$ cat src/sv/bce_pkg.sv
// Package for the banked 24-bit execute core: opcodes, conditions, widths and sequencer states.
// No dependencies; the divider, the ALU and the execute core import it.
`default_nettype none
package bce_pkg;
   localparam int WORD_BITS = 24;
   localparam int MEM_ADDR_BITS_DEF = 16;
   localparam int BANK_COUNT_DEF = 5;
   localparam int PIN_COUNT = 16;
   localparam logic [WORD_BITS-1:0] WORD_MASK = 24'd16777215;

   typedef enum logic [3:0] {
      OP_SET = 4'd0, OP_ADD = 4'd1, OP_SUB = 4'd2, OP_MUL = 4'd3, OP_DIV = 4'd4,
      OP_MOD = 4'd5, OP_WRITE = 4'd6, OP_READ = 4'd7, OP_IF = 4'd8, OP_JMP = 4'd9,
      OP_BANK = 4'd10, OP_HALT = 4'd11, OP_OUT = 4'd12, OP_IN = 4'd13,
      OP_RSV14 = 4'd14, OP_RSV15 = 4'd15
   } opcode_type;

   localparam logic [3:0] CND_AEQB = 4'd0, CND_AEQC = 4'd1, CND_BEQC = 4'd2,
      CND_AGTB = 4'd3, CND_AGTC = 4'd4, CND_CGTB = 4'd5, CND_AND = 4'd6,
      CND_OR = 4'd7, CND_NOT = 4'd8, CND_XOR = 4'd9;

   typedef enum logic [2:0] {
      ST_IDLE, ST_READ, ST_DIVIDE, ST_MEMWAIT, ST_COMMIT, ST_RESPOND
   } state_type;

   typedef enum logic [1:0] {
      ALU_ADD, ALU_SUB, ALU_MUL
   } alu_op_type;

   // Control from the sequencer to the divider.
   typedef struct packed {
      logic start;
   } div_ctrl_type;

   typedef struct packed {
      logic busy;
      logic done;
   } div_stat_type;
endpackage
`default_nettype wire

$ cat src/sv/bce_alu.sv
// Shared arithmetic unit: 24-bit add, subtract with borrow, and multiply with overflow.
// Depends on bce_pkg.
`default_nettype none
module bce_alu (
   input  wire bce_pkg::alu_op_type           op,
   input  wire logic [bce_pkg::WORD_BITS-1:0] a,
   input  wire logic [bce_pkg::WORD_BITS-1:0] b,
   output logic      [bce_pkg::WORD_BITS-1:0] result,
   output logic                               carry
);
   import bce_pkg::*;
   logic [2*WORD_BITS-1:0] prod;
   logic [WORD_BITS:0]     sum;

   always_comb begin
      prod = '0;
      sum  = '0;
      unique case (op)
         ALU_ADD: begin
            sum    = {1'b0, a} + {1'b0, b};
            result = sum[WORD_BITS-1:0];
            carry  = sum[WORD_BITS];
         end
         ALU_SUB: begin
            sum    = {1'b0, a} - {1'b0, b};
            result = sum[WORD_BITS-1:0];
            carry  = sum[WORD_BITS];
         end
         ALU_MUL: begin
            prod   = a * b;
            result = prod[WORD_BITS-1:0];
            carry  = |prod[2*WORD_BITS-1:WORD_BITS];
         end
         default: begin
            result = '0;
            carry  = 1'b0;
         end
      endcase
   end
endmodule
`default_nettype wire

$ cat config.mk
export PLATFORM = sky130hd
export DESIGN_NAME = bce_alu
export DESIGN_NICKNAME = d
export VERILOG_FILES = /design/src/sv/bce_pkg.sv /design/src/sv/bce_alu.sv
export SDC_FILE = /design/constraint.sdc
export NUM_CORES = 1
export LEC_CHECK = 0
export BUFFER_PORTS_ARGS = -buffer_cell sky130_fd_sc_hd__buf_2
export CORE_ASPECT_RATIO = 0.5
export CORE_MARGIN = 3
export CORE_UTILIZATION = 50
export DETAILED_ROUTE_END_ITERATION = 8
export PLACE_DENSITY = 0.66
export SETUP_SLACK_MARGIN = 0.4
export SLEW_MARGIN = 20
export SYNTH_ARGS = -nofsm -noshare
export SYNTH_HDL_FRONTEND = slang
export SYNTH_SLANG_ARGS = --single-unit
$ cat constraint.sdc
create_clock -name vclk -period 32.6
set_clock_uncertainty 0.2 [all_clocks]
set_input_delay 6.52 -clock vclk [all_inputs]
set_output_delay 6.52 -clock vclk [all_outputs]
set_load 0.005 [all_outputs]
==> reports/qor.yml <==
tightest_slew_ns: 0.809
hold_viol: 0
worstHoldStart: "op[1]"
totalWireLength_um: 63700
status: "finished clean"
gp_congestion: 0.978
endpoint_kind: "output pin"
crit_path_frequent_cell: "fa_1"
slew_violations: 0
dieArea_mm2: 0.0461
max_freq_mhz: 47.3
syn_to_final_growth_pct: 2.72
layout-drive-gt1-share_pct: 3.72
synth_top_family_by_area: "adder cells"
dp_hpwl_um: 50900
antenna_found_initial: 0
cts_setup_buffers: 0
critPathLaunchType: "primary input"
grt_remaining_overflow: 0
slowest_delay_ns: 0.56
dieHeight_um: 153
start_util_pct: 51.2
num_vias: 17266
hold_path_class: "primary input to output pin"
setup-violations-final: 0
die_x_um: 301
area.sequential_um2: 0
wl_per_cell_um: 20.7
synth_xor_area_share_pct: 1.94
drc: 0
port_buffers: 75
cp.arrival_ns: 14.43
grt_max_degree: 39
timing.final.crit_share_pct: 64.9
nClkBuffers: 0
final.setup.tns_ns: 0
synthesis.area_mm2: 0.0217
placementRows: 53
track_usage_pct: 28.0
yosys-mux-area-fraction_pct: 0.565
worst_ep_required_time_ns: 25.88
crit_path_max_fanout: 25
slowest_stage: "fa_1"
hold_buffers: 0
synthAdderAreaFrac_pct: 57.5
synth-compound-area-share_pct: 9.17
ant_nets: 0
min_period_ns: 21.15
cts_resized: 0
synth_area_per_cell_um2: 8.49
crit_type: "primary input to output pin"
crit_family: "adder cells"
syn-instance-count: 2554
nets: 3255
grt_pass1_vias: 18210
startpoint: "a[16]"
dr.pass1.iters: 5
drt_iter0_drc: 1191
path_buf_inv: 8
coreArea_mm2: 0.0424
yosysSeqAreaShare_pct: 0
rsz0062_at_grt: "false"
maxSlewHeadroom_pct: 46.1
yosysUniqueCellTypes: 70
yosys.area_share.simple_pct: 19.0
grt_pass1_wl_um: 101000
ys_warn_count: 0
drv_cap: 0
synthesis.nets: 3310
num_io_pins: 75
vias_per_cell: 5.61
seq_cell_count: 0
per-stage QoR:
| stage | utilization (%) | cell area [µm²] | hold WS, ns | std cells | worst slack (ns) |
|---|---|---|---|---|---|
| global placement | 52.6 | 22300 | 13.49 | 3074 | 11.65 |
| detailed placement | 52.6 | 22300 | 13.49 | 3074 | 11.57 |
| global route | 52.6 | 22300 | 13.57 | 3074 | 11.08 |
| CTS | 52.6 | 22300 | 13.49 | 3074 | 11.56 |
| finish | 52.6 | 22300 | 13.50 | 3076 | 11.45 |
| floorplan | - | 21700 | 13.01 | 2554 | 12.91 |
logic make-up (layout without fill, tap and decap cells):
group,after synthesis,in the layout
xor gates and xnor gates,48,48
adders and majority gates,706,706
and+or+nand+nor,798,798
buffers and inverters,677,620
AOI/OAI and AO/OA,313,313
other,0,2
muxes,12,12
Yosys cell counts, drive strengths merged (3+ instances only):
cell       n  area, µm²
a311oi     3       26.3
nand3     13       65.1
a211o      5       43.8
nor2      79        297
xor2      13        114
a31oi     12       75.1
or3       10       62.6
a211oi    12        100
a2111oi    3       38.8
a21o      16        121
a221oi     4       41.3
o311ai     3       26.3
buf       12       66.3
o41ai      3       26.3
o21ai     65        325
and2     348       2180
nand2b    11       68.8
nor3      20        100
and3       5       31.3
nand4     20        125
ha       222       2780
nand2    258        968
a21oi    104        524
clkbuf   122        462
inv      541       2030
o31ai      7       57.6
o22ai     18        119
o21a       5       37.5
nor2b     12       75.1
o211ai    13       97.6
nor3b      4       30.0
a22oi      4       30.0
or2        3       18.8
nor4       8       50.1
fa       484       9690
xnor2     35        307
a32oi      4       35.0
o21bai    18        135
mux2i     10        100
placed cells by master (no fill, tap or decap), types with 15 or more instances in the layout:
cell and n:
o21ai_0 61, buf_2 75, nand2_1 258, nor2_1 79
xnor2_1 35, fa_1 484, a21o_1 15, inv_1 540
nor3_1 20, o22ai_1 17, a21oi_1 103, nand4_1 20
and2_1 348, o21bai_1 18, ha_1 222
metal layers:
metal | vias up | global-route usage, % | share of wire, %
met4 | 0 | 7.22 | 3.0
met1 | 8883 | 38.3 | 43
met2 | 559 | 48.3 | 49
li1 | 7705 | - | -
met5 | - | 0 | 0
met3 | 119 | 1.94 | 5.1
tightest hold or removal path: cells and delay by family:
kind / cells / cell delay [ns]
buffers and inverters: 2 / 0.46
AO/OA/AOI/OAI: 1 / 0.20
path summary, 6_finish.rpt:
check                    end  depth (start not counted)
hold / removal    result[19]                          3
setup / recovery       carry                         27
area by class of cell:
| class | count | area (µm²) |
|---|---|---|
| Tap cell | 577 | 722 |
| Timing Repair Buffer | 77 | 390 |
| Inverter | 543 | 2040 |
| Multi-Input combinational cell | 1877 | 19100 |
| Fill cell | 3983 | 20100 |
| Antenna cell | 2 | 5.00 |
