[config.mk]
export PLATFORM = sky130hd
export DESIGN_NAME = bce_divider
export DESIGN_NICKNAME = d
export VERILOG_FILES = /design/src/sv/bce_pkg.sv /design/src/sv/bce_divider.sv
export SDC_FILE = /design/constraint.sdc
export NUM_CORES = 1
export LEC_CHECK = 0
export ABC_AREA = 1
export BUFFER_PORTS_ARGS = -buffer_cell sky130_fd_sc_hd__buf_4
export CAP_MARGIN = 20
export CORE_AREA = 2 2 105 107
export CTS_CLUSTER_SIZE = 30
export DETAILED_ROUTE_END_ITERATION = 6
export DIE_AREA = 0 0 107 109
export PLACE_DENSITY_LB_ADDON = 0.08
export SYNTH_ARGS = -nofsm -noshare
export SYNTH_HDL_FRONTEND = slang
export SYNTH_SLANG_ARGS = --single-unit
[constraint.sdc]
create_clock -name clock -period 3 [get_ports clock]
set_input_delay 0.75 -clock clock [delete_from_list [all_inputs] [get_ports clock]]
set_output_delay 0.75 -clock clock [all_outputs]
set_load 0.005 [all_outputs]
[src/sv/bce_pkg.sv]
// Package for the banked 24-bit execute core: opcodes, conditions, widths and sequencer states.
// No dependencies; the divider, the ALU and the execute core import it.
`default_nettype none
package bce_pkg;
   localparam int WORD_BITS = 24;
   localparam int MEM_ADDR_BITS_DEF = 16;
   localparam int BANK_COUNT_DEF = 5;
   localparam int PIN_COUNT = 16;
   localparam logic [WORD_BITS-1:0] WORD_MASK = 24'd16777215;

   typedef enum logic [3:0] {
      OP_SET = 4'd0, OP_ADD = 4'd1, OP_SUB = 4'd2, OP_MUL = 4'd3, OP_DIV = 4'd4,
      OP_MOD = 4'd5, OP_WRITE = 4'd6, OP_READ = 4'd7, OP_IF = 4'd8, OP_JMP = 4'd9,
      OP_BANK = 4'd10, OP_HALT = 4'd11, OP_OUT = 4'd12, OP_IN = 4'd13,
      OP_RSV14 = 4'd14, OP_RSV15 = 4'd15
   } opcode_type;

   localparam logic [3:0] CND_AEQB = 4'd0, CND_AEQC = 4'd1, CND_BEQC = 4'd2,
      CND_AGTB = 4'd3, CND_AGTC = 4'd4, CND_CGTB = 4'd5, CND_AND = 4'd6,
      CND_OR = 4'd7, CND_NOT = 4'd8, CND_XOR = 4'd9;

   typedef enum logic [2:0] {
      ST_IDLE, ST_READ, ST_DIVIDE, ST_MEMWAIT, ST_COMMIT, ST_RESPOND
   } state_type;

   typedef enum logic [1:0] {
      ALU_ADD, ALU_SUB, ALU_MUL
   } alu_op_type;

   // Control from the sequencer to the divider.
   typedef struct packed {
      logic start;
   } div_ctrl_type;

   typedef struct packed {
      logic busy;
      logic done;
   } div_stat_type;
endpackage
`default_nettype wire

[src/sv/bce_divider.sv]
// Restoring divider, one quotient bit per cycle, for divide and modulo.
// Depends on bce_pkg.
`default_nettype none
module bce_divider (
   input  wire logic                         clock,
   input  wire logic                         reset,
   input  wire bce_pkg::div_ctrl_type        ctrl,
   input  wire logic [bce_pkg::WORD_BITS-1:0] dividend,
   input  wire logic [bce_pkg::WORD_BITS-1:0] divisor,
   output bce_pkg::div_stat_type             stat,
   output logic      [bce_pkg::WORD_BITS-1:0] quotient,
   output logic      [bce_pkg::WORD_BITS-1:0] remainder
);
   import bce_pkg::*;
   localparam int CNT_BITS = $clog2(WORD_BITS + 1);

   logic [WORD_BITS-1:0] quo_ff, quo_in, rem_ff, rem_in, dvs_ff, dvs_in;
   logic [CNT_BITS-1:0]  cnt_ff, cnt_in;
   logic                 busy_ff, busy_in, done_ff, done_in;
   logic [WORD_BITS:0]   trial;

   always_comb begin
      quo_in  = quo_ff;
      rem_in  = rem_ff;
      dvs_in  = dvs_ff;
      cnt_in  = cnt_ff;
      busy_in = busy_ff;
      done_in = 1'b0;
      trial   = {rem_ff, quo_ff[WORD_BITS-1]} - {1'b0, dvs_ff};
      if (ctrl.start) begin
         quo_in  = dividend;
         rem_in  = '0;
         dvs_in  = divisor;
         cnt_in  = CNT_BITS'(WORD_BITS);
         busy_in = 1'b1;
      end else if (busy_ff) begin
         // Shift the next dividend bit into the partial remainder and try a subtract.
         if (!trial[WORD_BITS]) begin
            rem_in = trial[WORD_BITS-1:0];
            quo_in = {quo_ff[WORD_BITS-2:0], 1'b1};
         end else begin
            rem_in = {rem_ff[WORD_BITS-2:0], quo_ff[WORD_BITS-1]};
            quo_in = {quo_ff[WORD_BITS-2:0], 1'b0};
         end
         cnt_in = cnt_ff - 1'b1;
         if (cnt_ff == CNT_BITS'(1)) begin
            busy_in = 1'b0;
            done_in = 1'b1;
         end
      end
   end

   always_ff @(posedge clock) begin
      if (reset) begin
         busy_ff <= 1'b0;
         done_ff <= 1'b0;
         cnt_ff  <= '0;
      end else begin
         busy_ff <= busy_in;
         done_ff <= done_in;
         cnt_ff  <= cnt_in;
      end
      quo_ff <= quo_in;
      rem_ff <= rem_in;
      dvs_ff <= dvs_in;
   end

   assign stat.busy = busy_ff;
   assign stat.done = done_ff;
   assign quotient  = quo_ff;
   assign remainder = rem_ff;
endmodule
`default_nettype wire

==> results by group, run 1 <==
Job
  • Max Cap Viol: 0

Global routing
  • Overall Global Routing Usage: 22.8%
  • Vias in the first global route: 4,550
  • First-pass GRT wire length: between 20,000 and 25,000 µm
  • Pin count of the biggest net entering global routing: 40
  • Antenna violations before repair: 0
  • GRT overflow: 0

Place
  • Final GP Congestion: 0.895
  • Pre-CTS WS: 0.418 ns
  • Post-DP HPWL: 9560 µm
  • Placed standard-cell area: 5960 µm²
  • I/O Buffers: 100

Clock tree
  • H-tree Lvls: 3
  • Hold_buf cts: 0
  • CTS clock-pin slew for the worst setup and hold paths: 0.09 ns
  • CTS Root Cell: clkbuf_8
  • Longest Clk Path Bufs: 2
  • Resized Gates After CTS: 0
  • Clock latency at the later pin of the worst-skew pair: 0.37 ns
  • Post-CTS Setup Bufs: 0
  • Num CTS Buffers: 9
  • CTS tree: done
  • CTS sink cnt: between 70 and 80

Pwr
  • Int Pwr: 1.78 mW
  • Clk pwr share: approximately 34%
  • NetSw: between 600 and 700 µW
  • Leak Pwr: between 3 and 4 nW
  • Switching Fraction: 27.4%
  • Overall Power: 2.45 mW
  • Reg power frac: 51.5%
  • Gate power share: 14.9%
  • Peak supply drop: 0.357 mV
  • Power per cell area: 398 nW/µm²

STA
  • Fin crit period: 2.55 ns
  • Endpoints failing setup: 0
  • Worst setup margin: 0.448 ns
  • Worst slew pin tran: 0.678 ns
  • Period utilisation layout: 85.1%
  • RSZ-0062 raised after global routing: false
  • Fmax: approximately 400 MHz
  • Slew Limit Fails: 0
  • Final hold vios: 0
  • WHS: 0.471 ns
  • Slew HR: 54.5%
  • Setup tns final: 0 ns
  • Clock skew: 0.0108 ns

Synth
  • Flops & latches, synth: 79
  • Post-synth cell types: 32
  • Mapped Cells: 748
  • Synth Area per Inst: 6.83 µm²
  • Post-synthesis sequential area ratio: about two fifths
  • Syn nets: 826
  • Fraction of registers with async set/reset: 0%
  • Post-synth EDFFs: 48
  • Synth area leader: edfxtp_1
  • Synth top area share: 28.2%
  • Warnings, synthesis: 0
  • Cell Area, Synth: between 5000 and 6000 µm²
  • Primary FF master, synth: edfxtp_1
  • Top-count cell post-synth: nand2_1
  • Most frequent cells after synthesis: 335 x nand2_1, 146 x inv_1, 48 x edfxtp_1, 44 x nand3_1, 34 x nor2_1
  • Synth area leaders: edfxtp_1 28%, nand2_1 25%, dfxtp_1 12%

Worst setup path
  • Setup crit end kind: register
  • Worst R2R Setup Slack: around 0.45 ns
  • Crit path launch type: register
  • Req. time, crit path: 3.28 ns
  • Worst EP arrival: 2.83 ns
  • CP Class: register to register
  • CP Max Fanout: 22
  • Path depth of the worst reg2reg path: 15

Finish
  • Fraction of layout cells with a size suffix above 1: 15.4%
  • Antenna cell count: 0
  • Synthesis-to-layout area growth: 20.6%
  • Fillers: 1,035
  • Cell area after layout: 6160 µm²
  • Area of the multi-input gates: 2390 µm²
  • Register area: 2060 µm²
  • Final nets: slightly above 900

Min path
  • Hold WC Path Type: register to register
  • Worst hold path depth: 2

Detailed routing
  • Drt wl/cell: 12.5 µm
  • Top layer in use: met4
  • Drt initial violations: 202
  • Via count: between 4,000 and 5,000
  • DR vias/cell: between 4 and 5
  • WL met2: 5960 µm
  • Residual DRC count: 0
  • Metal3 WL: 728 µm
  • Post-Route M1 WL: roughly 5600 µm
  • Final wirelength: 12,400 µm
  • ANT nets after route: 0
  • 1st-pass router iterations: 5

Floorplan
  • Initial Util: 48.2%
  • Row Count: 38
  • DIE HEIGHT: 109 µm
  • Die width: 107 µm
  • IO Pins: 101
  • Die area: 11,700 µm²
  • Core Box Area: approximately 11,000 µm²

Outcome
  • Status: complete, no violations
-- per-layer routing --
metal | up-vias | global-route usage, %
met2 | 97 | 39.5
met5 | - | 0
met3 | 11 | 6.81
met4 | 0 | 5.84
li1 | 2467 | -
met1 | 2105 | 28.0
-- power by group through the flow --
stage / registers, mW / logic [mW] / clock network (mW)
floorplan: 1.28 / 0.199 / 0
global placement: 1.29 / 0.362 / 0
detailed placement: 1.29 / 0.367 / 0
CTS: 1.26 / 0.368 / 0.850
global route: 1.27 / 0.413 / 0.883
finish: 1.26 / 0.365 / 0.825
-- placed cells by master, fill, tap and decap left out, types with 2 or more instances in the layout --
master    count
nand2_1     335
inv_1       146
buf_4       104
edfxtp_1     48
nand3_1      44
nor2_1       34
dfxtp_1      31
ha_1         26
a21oi_1      15
nand4_1       9
clkbuf_8      9
o21ai_0       6
xnor2_1       6
xor2_1        5
nand2_2       4
nor2_2        3
nand3b_1      3
and2_1        3
nand3_2       2
nand2_4       2
a31oi_1       2
nor3_1        2
clkinv_4      2
-- sequential cells by signal, indices dropped and copies added (netlist names) --
name and cells:
busy_ff 1, cnt_ff 5, done_ff 1, dvs_ff 24, remainder 24, quotient 24
-- per-stage QoR --
step / utilization (%) / cells
3_3_place_gp: 56.2 / 977
2_1_floorplan: - / 748
4_1_cts: 58.1 / 993
6_report: 58.1 / 993
3_5_place_dp: 56.2 / 977
5_1_grt: 58.1 / 993
-- cells by family (layout without fill, tap and decap cells) --
logic type | after synthesis | count (layout) | share of synthesized area (%)
and+or+nand+nor | 443 | 443 | 35.5
DFF | 79 | 79 | 40.4
xor gates and xnor gates | 11 | 11 | 1.89
AOI/OAI and AO/OA | 26 | 26 | 2.74
buffers and inverters | 162 | 267 | 12.7
adders and majority gates | 27 | 27 | 6.76
-- critical path, stage by stage, from the launching register on --
cell and delay (ns):
edfxtp_1 0.35, inv_1 0.06, ha_1 0.22, fa_1 0.41
inv_1 0.10, nand2_1 0.05, nand2_1 0.08, nand3_2 0.09
nand2_4 0.10, nand2_2 0.08, nand3_2 0.09, nand2_1 0.09
nand2_2 0.40, o21ai_0 0.16, nand3_1 0.10, nand2_1 0.05
-- worst paths after layout --
check / from / to
setup / recovery: quotient[23] / remainder[11]
hold / removal: cnt_ff[4] / cnt_ff[4]
setup reg to reg: quotient[23] / remainder[11]
hold reg to reg: cnt_ff[4] / cnt_ff[4]
-- area by class of cell --
class | instances | share of cell area [%]
Multi-Input combinational cell | 507 | 38.9
Sequential cell | 79 | 33.5
Timing Repair Buffer | 104 | 12.7
Inverter | 147 | 8.96
Tap cell | 140 | 2.84
Clock buffer | 10 | 2.07
Clock inverter | 6 | 1.12
(Power assumes the default switching activity.)
==> inputs of run 2 (changes only) <==
PLACE_DENSITY = 0.8   (was not set)
PLACE_DENSITY_LB_ADDON = not set   (was 0.08)
REMOVE_ABC_BUFFERS = 1   (was not set)
==> run 2 against run 1 <==
Effect of this change:
- sequential cell count did not move
- combinational power is essentially flat
- hold slack gained 0.0086 ns
==> results by group, run 2 (same netlist as run 1, synthesis figures left out) <==
Floorplan
  • Die area: 11,700 µm² (unchanged)
  • IO Pins: 101 (unchanged)
  • Initial Util: 48.2% (unchanged)
  • Die width: 107 µm (unchanged)
  • Row Count: 38 (unchanged)
  • Core Box Area: 10,600 µm² (unchanged)
  • DIE HEIGHT: 109 µm (unchanged)

Finish
  • Leading cell type in the layout, fill and taps excluded: nand2_1
  • Fraction of layout cells with a size suffix above 1: 15.2% (-0.12 points)
  • Fin util: 58.1% (about the same)
  • Fillers: 1,016 (-1.8%)
  • Final nets: 926 (unchanged)
  • Post-Layout Cell Count: 993 (unchanged)
  • Register area: 2060 µm² (unchanged)
  • Synthesis-to-layout area growth: 20.7% (about the same)
  • Antenna cell count: 0 (unchanged)
  • Most frequent cells in the layout: 335 x nand2_1, 146 x inv_1, 104 x buf_4
  • Area of the multi-input gates: 2390 µm² (unchanged)
  • Cell area after layout: 6160 µm² (about the same)

STA
  • Slew HR: 51.3% (-3.2 points)
  • Setup tns final: 0 ns (unchanged)
  • Worst slew pin tran: 0.726 ns (+0.0473 ns)
  • Endpoints failing setup: 0 (unchanged)
  • Period utilisation layout: 85.0% (-0.098 points)
  • Final hold vios: 0 (unchanged)
  • Slew Limit Fails: 0 (unchanged)
  • Fmax: 392 MHz (+0.12%)
  • Clock skew: 0.00943 ns (-0.00137 ns)
  • Fin crit period: 2.55 ns (-0.00293 ns)
  • RSZ-0062 raised after global routing: false

Clock tree
  • Longest Clk Path Bufs: 2 (unchanged)
  • Clock latency at the later pin of the worst-skew pair: 0.37 ns (about the same)
  • CTS sink cnt: 79 (unchanged)
  • CTS clock-pin slew for the worst setup and hold paths: 0.08 ns (about the same)
  • CTS Root Cell: clkbuf_8
  • H-tree Lvls: 3 (unchanged)
  • CTS tree: done
  • Hold_buf cts: 0 (unchanged)
  • Post-CTS Setup Bufs: 0 (unchanged)
  • Num CTS Buffers: 9 (unchanged)
  • Resized Gates After CTS: 0 (unchanged)

Global routing
  • Pin count of the biggest net entering global routing: 37 (-7.5%)
  • First-pass GRT wire length: 20,200 µm (-3.2%)
  • Vias in the first global route: 4,488 (-1.4%)
  • Antenna violations before repair: 0 (unchanged)
  • Overall Global Routing Usage: 21.9% (-0.90 points)
  • GRT overflow: 0 (unchanged)

Pwr
  • Clk pwr share: 33.3% (-0.3 points)
  • Leak Pwr: 3.44 nW (-0.11%)
  • Overall Power: 2.44 mW (-0.51%)
  • Int Pwr: 1.80 mW (+1.2%)
  • Reg power frac: 51.8% (+0.3 points)
  • Gate power share: 14.9% (about the same)
  • Peak supply drop: 0.292 mV (-18%)
  • NetSw: 637 µW (-5.0%)
  • Switching Fraction: 26.1% (-1.2 points)
  • Power per cell area: 396 nW/µm² (-0.55%)

Worst setup path
  • Req. time, crit path: 3.27 ns (about the same)
  • Reg-to-Reg End: remainder[11]
  • CP Max Fanout: 22 (unchanged)
  • Setup crit end kind: register
  • Crit path launch type: register
  • Worst R2R Setup Slack: 0.45 ns (about the same)
  • Path depth of the worst reg2reg path: 15 (unchanged)
  • Worst EP arrival: 2.82 ns (about the same)
  • Reg2reg start: quotient[23]
  • CP Class: register to register

Detailed routing
  • Final wirelength: 11,800 µm (-5.3%)
  • ANT nets after route: 0 (unchanged)
  • Via count: 4,707 (+0.58%)
  • Drt initial violations: 191 (-5.4%)
  • Drt wl/cell: 11.8 µm (-5.3%)
  • Residual DRC count: 0 (unchanged)
  • DR vias/cell: 4.74 (+0.58%)
  • 1st-pass router iterations: 6 (+1)

Place
  • Placed cell count: 977 (unchanged)
  • I/O Buffers: 100 (unchanged)
  • Placed standard-cell area: 5960 µm² (unchanged)
  • Post-DP HPWL: 8910 µm (-6.8%)
  • Final GP Congestion: 0.915 (+2.2%)

Min path
  • Hold endpoint: cnt_ff[4]
  • Min-delay src: cnt_ff[4]
  • Worst hold path depth: 2 (unchanged)
  • Hold WC Path Type: register to register

Job
  • Max Cap Viol: 0 (unchanged)

Outcome
  • Status: complete, no violations
## run 2: cell types whose count changed in the layout (fill, tap and decap cells not counted)
| cell | change |
|---|---|
| clkinv_4 | -2 |
| clkbuf_1 | +1 |
| clkbuf_8 | +1 |
| clkinv_2 | -1 |
| clkinvlp_4 | +1 |
## run 2: worst max-delay path by stage
stage	slack, ns	end	startpoint	cells after the start
finish	0.45	remainder[11]	quotient[23]	15
global route	0.22	remainder[11]	quotient[23]	15
CTS	0.46	remainder[11]	quotient[23]	15
detailed placement	0.48	remainder[11]	quotient[23]	15
global placement	0.55	remainder[11]	quotient[23]	15
floorplan	0.45	quotient[0]	ctrl	2
## run 2: layer usage
| layer | vias to the layer above | global-route usage (%) | wire (µm) |
|---|---|---|---|
| met5 | - | 0 | 0 |
| met4 | 0 | 7.79 | 194 |
| li1 | 2476 | - | - |
| met2 | 126 | 37.7 | 5540 |
| met3 | 16 | 4.84 | 728 |
| met1 | 2089 | 27.2 | 5300 |
## run 2: cell type report
class / count / area share, %
Inverter: 147 / 8.95
Tap cell: 140 / 2.84
Clock inverter: 4 / 0.873
Clock buffer: 12 / 2.36
Sequential cell: 79 / 33.5
Multi-Input combinational cell: 507 / 38.8
Timing Repair Buffer: 104 / 12.7
## run 2: worst max-delay path: stages (launching register included)
cell and delay, ns:
edfxtp_1 0.36, inv_1 0.06, ha_1 0.22, fa_1 0.41, inv_1 0.12, nand2_1 0.06, nand2_1 0.08, nand3_2 0.10
nand2_4 0.11, nand2_2 0.07, nand3_2 0.08, nand2_1 0.09, nand2_2 0.38, o21ai_0 0.16, nand3_1 0.10, nand2_1 0.05
## run 2: power by group through the flow
| stage | sequential [mW] | clock [mW] | combinational [mW] |
|---|---|---|---|
| after global routing | 1.27 | 0.881 | 0.413 |
| final | 1.26 | 0.813 | 0.362 |
| after floorplan | 1.28 | 0 | 0.190 |
| after global placement | 1.29 | 0 | 0.359 |
| after detailed placement | 1.29 | 0 | 0.365 |
| after CTS | 1.26 | 0.833 | 0.365 |
## run 2: metrics by stage
stage	worst slack (ns)	hold WS, ns
4_1_cts	0.460	0.480
3_5_place_dp	0.484	0.463
5_1_grt	0.219	0.496
6_report	0.451	0.479
3_3_place_gp	0.554	0.455
2_1_floorplan	0.447	0.442
